==> src/bellman_ford_shortest_path_macros.svh <==
// Assertion helpers for the design files that check their own logic.
`ifndef BELLMAN_FORD_SHORTEST_PATH_MACROS_SVH
`define BELLMAN_FORD_SHORTEST_PATH_MACROS_SVH

// Same-cycle implication, checked on every rising edge outside reset.
`define BFSP_ASSERT_IMP(label, ante, cons, msg) \
  label: assert property (@(posedge clk) disable iff (!rst_n) (ante) |-> (cons)) \
    else $error(msg);

// Next-cycle implication, checked on every rising edge outside reset.
`define BFSP_ASSERT_NXT(label, ante, cons, msg) \
  label: assert property (@(posedge clk) disable iff (!rst_n) (ante) |=> (cons)) \
    else $error(msg);

`endif

==> src/bfsp_ram.sv <==
module bfsp_ram #(
  parameter int WIDTH = 8,
  parameter int DEPTH = 64
) (
  input  logic                     clk,
  input  logic                     we,
  input  logic [$clog2(DEPTH)-1:0] waddr,
  input  logic [WIDTH-1:0]         wdata,
  input  logic [$clog2(DEPTH)-1:0] raddr,
  output logic [WIDTH-1:0]         rdata
);

  logic [WIDTH-1:0] mem_r [DEPTH];
  logic [WIDTH-1:0] rdata_r;

  always_ff @(posedge clk) begin
    if (we) begin
      mem_r[waddr] <= wdata;
    end
    rdata_r <= mem_r[raddr];
  end

  assign rdata = rdata_r;

endmodule

==> config.mk <==
export PLATFORM = sky130hd
export DESIGN_NAME = bfsp_ram
export DESIGN_NICKNAME = d
export VERILOG_FILES = /design/src/bellman_ford_shortest_path_macros.svh /design/src/bfsp_ram.sv
export SDC_FILE = /design/constraint.sdc
export NUM_CORES = 1
export LEC_CHECK = 0
export ABC_CLOCK_PERIOD_IN_PS = 2100
export BUFFER_PORTS_ARGS = -buffer_cell sky130_fd_sc_hd__buf_2
export CAP_MARGIN = 40
export CORE_MARGIN = 3
export CORE_UTILIZATION = 50
export DETAILED_ROUTE_END_ITERATION = 8
export PLACE_DENSITY_LB_ADDON = 0.05
export SYNTH_ARGS = -nofsm -noshare
export SYNTH_HDL_FRONTEND = slang
export SYNTH_SLANG_ARGS = --single-unit
==> constraint.sdc <==
create_clock -name clk -period 2.1 [get_ports clk]
set_input_delay 0.105 -clock clk [delete_from_list [all_inputs] [get_ports clk]]
set_output_delay 0.105 -clock clk [all_outputs]
set_load 0.02 [all_outputs]
After elaboration in Yosys (flattened, before gate mapping):

Memories as Yosys holds them, arrays and structs flattened. A register that Yosys moved wholly into a read port is not among the register bits.
Index checks and enable logic that the tools add are counted.

* register bits: 0
* bits in writable memories: 512
* bits of input ports: 22
* output and inout bits: 8
* logic and storage cells: 3
* memories: 1

Memories
* mem_r: words 64, bits a word 8, read ports 1, clocked after Yosys merged registers in 1, write ports 1, line bfsp_ram.sv:13 `logic [WIDTH-1:0] mem_r [DEPTH];`

* muxes and demuxes: 2

Operators with widths (number)
* two-way mux 1 bit: 2

Longest topological paths before layout:

* depth in word-level cells: 2
* depth in mapped cells: 9
* gate-level depth less buffers: 5

Worst setup path after synthesis:

No wires, ideal clock.

* path kind: input port to flip-flop
* start: input port raddr[1]
* end: register rdata_r[3], in the netlist rdata[3] (read register of mem_r)
* data arrival time: 1.645 ns
* required time: 1.972 ns
* path slack: 0.327 ns
* cell stages on the path: 7
* path through: buf_4 > buf_2 > buf_2 > mux4_2 > mux4_2 > o21ai_1 > o41ai_1

RTL lines
* from (decl): line bfsp_ram.sv:9 `input logic [$clog2(DEPTH)-1:0] raddr,`
* to (decl): line bfsp_ram.sv:14 `logic [WIDTH-1:0] rdata_r;`

==> results.sh <==
export IMPL_status="finished, final reports clean"
export IMPL_period_minus_slack_ps=2020
export IMPL_start_util=0.513
export IMPL_num_rows=72
export IMPL_cts_buffers=51
export IMPL_finalSetupTns_ps=0
export IMPL_ys_seq_area_frac=0.770
export IMPL_switching_share=0.200
export IMPL_ant_nets=0
export IMPL_post_cts_buffers=0
export IMPL_grt_max_degree=41
export IMPL_maxSlewViolCount=0
export IMPL_pwr_share_comb=0.054
export IMPL_cts_tree="built"
export IMPL_fin_total_pwr_mw=21.9
export IMPL_dieArea_um2=42800
export IMPL_max_freq_ghz=0.494
export IMPL_synth_cell_types=40
export IMPL_critPathRequiredTime_ps=2550
export IMPL_startpoint="mem_r[21][4]$_DFFE_PP_"
export IMPL_setup_viol=0
export IMPL_cts_root_buf="clkbuf_16"
export IMPL_power_switching_mw=4.40
export IMPL_hold_path_class="in2reg"
export IMPL_end_kind="flip-flop"
export IMPL_worst_pin_slew_ps=669
export IMPL_initialDrtViolationCount=845
export IMPL_wl_per_cell_um=27.9
export IMPL_seq_power_share=0.526
export IMPL_crit_type="reg2reg"
export IMPL_worstReg2RegEnd="rdata[4]$_DFF_P_"
export IMPL_clock_path_buffers=3
export IMPL_syn_num_nets=962
export IMPL_peakVddDrop_uv=842
export IMPL_io_buffers=29
export IMPL_clock_latency_ps=580
export IMPL_ios=30
export IMPL_finalClockSkew_ps=8.64
export IMPL_die_h_um=207
export IMPL_die_x_um=207
export IMPL_r2r_start="mem_r[21][4]$_DFFE_PP_"
export IMPL_grt_overflow_total=0
export IMPL_core_region_area_um2=39300
export IMPL_drtPass1Iterations=5
export IMPL_cts_htree_levels=2
export IMPL_pwr_share_clk=0.420
export IMPL_synth_edff_count=512
export IMPL_stdcell_area_um2=23500
export IMPL_syn_area_um2=20200
export IMPL_vias=9936
export IMPL_rsz0062_at_grt="no"
export IMPL_grt_pass1_wl_mm=68.9
export IMPL_synthArstFlopShare=0
export IMPL_viasPerCell=5.99
export IMPL_regToRegSetupSlack_ps=80
export IMPL_cp_start_kind="flip-flop"
export IMPL_powerDensity_nw_per_um2=931
export IMPL_fin_ws_ps=75.3
export IMPL_synthFlopType="edfxtp_1"
export IMPL_area_growth_pct=16.7
export IMPL_crit_arrival_ps=2470
export IMPL_worstRegToRegCells=5
export IMPL_clk_pin_slew_ps=60
export IMPL_netlist_instances=940
export IMPL_antenna_found_initial=3
export IMPL_endpoint="rdata[4]$_DFF_P_"
export IMPL_track_usage=0.226
export IMPL_synth_warnings=0
export IMPL_final_hold_viol_count=0
export IMPL_layout_drive_gt1_share=0.329
export IMPL_ys_ff_latch=520
export IMPL_dpl_hpwl_mm=31.5
export IMPL_dpl_cell_area_um2=21800
export IMPL_max_slew_margin=0.550
export IMPL_maxCapViolCount=0
export IMPL_dpl_worst_slack_ps=-320
export IMPL_fin_crit_sh=0.964
export IMPL_avgSynthCellArea_um2=21.5
export IMPL_clock_sinks=520
export IMPL_fillers=2881
export IMPL_drt_total_wl_mm=46.4
export IMPL_nNetsFinal=1127
export IMPL_gp_congestion=0.810
export IMPL_cp_max_fo=1
export IMPL_grt_pass1_vias=10300
export IMPL_p_int_mw=17.5
export IMPL_drc=0
export IMPL_p_leak_nw=7.64
-- registers in the layout, indices dropped and copies added (netlist names) --
name and count:
mem_r 512, rdata 8
-- through the flow --
| stage | hold slack [ps] | std cells | util |
|---|---|---|---|
| finish | 34.4 | 1660 | 0.599 |
| global route | 43.3 | 1659 | 0.599 |
| CTS | 15.6 | 1659 | 0.599 |
| detailed placement | 536 | 1569 | 0.555 |
| global placement | 530 | 1568 | 0.555 |
| floorplan | 204 | 940 | - |
-- final cells by class --
cell class	instances	area, µm²	area share
Antenna cell	1	2.50	0.000106
Tap cell	518	648	0.0275
Sequential cell	520	15500	0.660
Clock inverter	26	294	0.0125
Timing Repair Buffer	163	1330	0.0563
Clock buffer	63	1400	0.0596
Multi-Input combinational cell	369	4330	0.184
-- layout by cell type, fill, tap and decap left out, drive strengths merged, types with 3 or more instances in the layout --
cell type and count:
buf 161, a22oi 3, mux2 13, o21ai 4, nand2b 7, clkinv 17, o221ai 8, mux2i 23
nand3 13, nand3b 3, clkbuf 64, a221oi 6, nor3 7, nand2 19, nor2 83, o2111ai 3
edfxtp 512, a211oi 4, o22ai 8, dfxtp 8, o2bb2ai 3, a21oi 3, mux4 126, bufinv 7
nor2b 14
-- worst max-delay path, stage by stage, from the launching register on --
cell,delay [ps]
edfxtp_1,360
mux4_2,510
mux2_2,300
o221a_2,300
nor3_4,310
o32ai_2,120
-- logic make-up (layout without fill, tap and decap cells) --
logic type / after synthesis / count (layout) / share of synthesized area
DFF: 520 / 520 / 0.770
other: 0 / 1 / 0
buffers and inverters: 51 / 252 / 0.0157
AOI/OAI and AO/OA: 54 / 54 / 0.0207
and+or+nand+nor: 153 / 153 / 0.0339
muxes: 162 / 162 / 0.159
-- per-layer routing --
layer	vias to the layer above	routed length (µm)	global-route usage
met3	82	3100	0.0419
li1	4261	-	-
met1	5255	19200	0.319
met5	-	15	0
met2	336	22600	0.364
met4	2	1430	0.0763
-- repair_timing --
item / in CTS / in global routing
endpoints found under the hold margin: 4 / 0
gates resized for setup: 3 / 1
hold buffers: 1 / 0
endpoints found under the setup margin: 2 / 1
pin swaps: 0 / 2
-- Yosys cell counts (all sizes together) (2+ instances only) --
cell type    n  area share
o21a         2     0.00074
o2111ai      3      0.0013
o221a        2      0.0011
dfxtp        8      0.0079
o41ai        2     0.00087
nor3         7      0.0017
clkbuf      17      0.0032
nor2b       14      0.0043
o21ai        4     0.00099
o2bb2ai      3      0.0013
mux4       126        0.14
a21oi        3     0.00074
o32ai        2     0.00087
a2111oi      2     0.00087
nand3b       3      0.0011
nand2b       7      0.0022
o22ai        8      0.0025
mux2        13      0.0073
buf         34       0.013
nand3       13      0.0032
o221ai       8      0.0035
a211oi       4      0.0015
edfxtp     512        0.76
a22oi        3      0.0011
nand2       19      0.0035
mux2i       23       0.011
nand4        2     0.00062
nor2        83       0.015
a221oi       6      0.0026
nor4         2     0.00062
-- worst min-delay path by stage --
| stage | startpoint | endpoint | slack [ps] | depth (start not counted) |
|---|---|---|---|---|
| 2_1_floorplan | wdata[0] | mem_r[0][0]$_DFFE_PP_ | 200 | 0 |
| 3_3_place_gp | rdata[4]$_DFF_P_ | rdata[4] | 530 | 1 |
| 3_5_place_dp | rdata[7]$_DFF_P_ | rdata[7] | 540 | 1 |
| 4_1_cts | wdata[4] | mem_r[45][4]$_DFFE_PP_ | 20 | 1 |
| 5_1_grt | wdata[6] | mem_r[41][6]$_DFFE_PP_ | 40 | 1 |
| 6_report | wdata[4] | mem_r[45][4]$_DFFE_PP_ | 30 | 1 |
-- power by group through the flow --
stage / Clock [mW] / Sequential (mW) / Combinational (mW)
2_1_floorplan: 0 / 11.7 / 0.612
4_1_cts: 9.39 / 11.5 / 1.21
3_3_place_gp: 0 / 11.7 / 1.17
3_5_place_dp: 0 / 11.7 / 1.20
5_1_grt: 9.80 / 11.5 / 1.27
6_report: 9.21 / 11.5 / 1.19
Note: power is estimated with default switching activity, not from simulation.
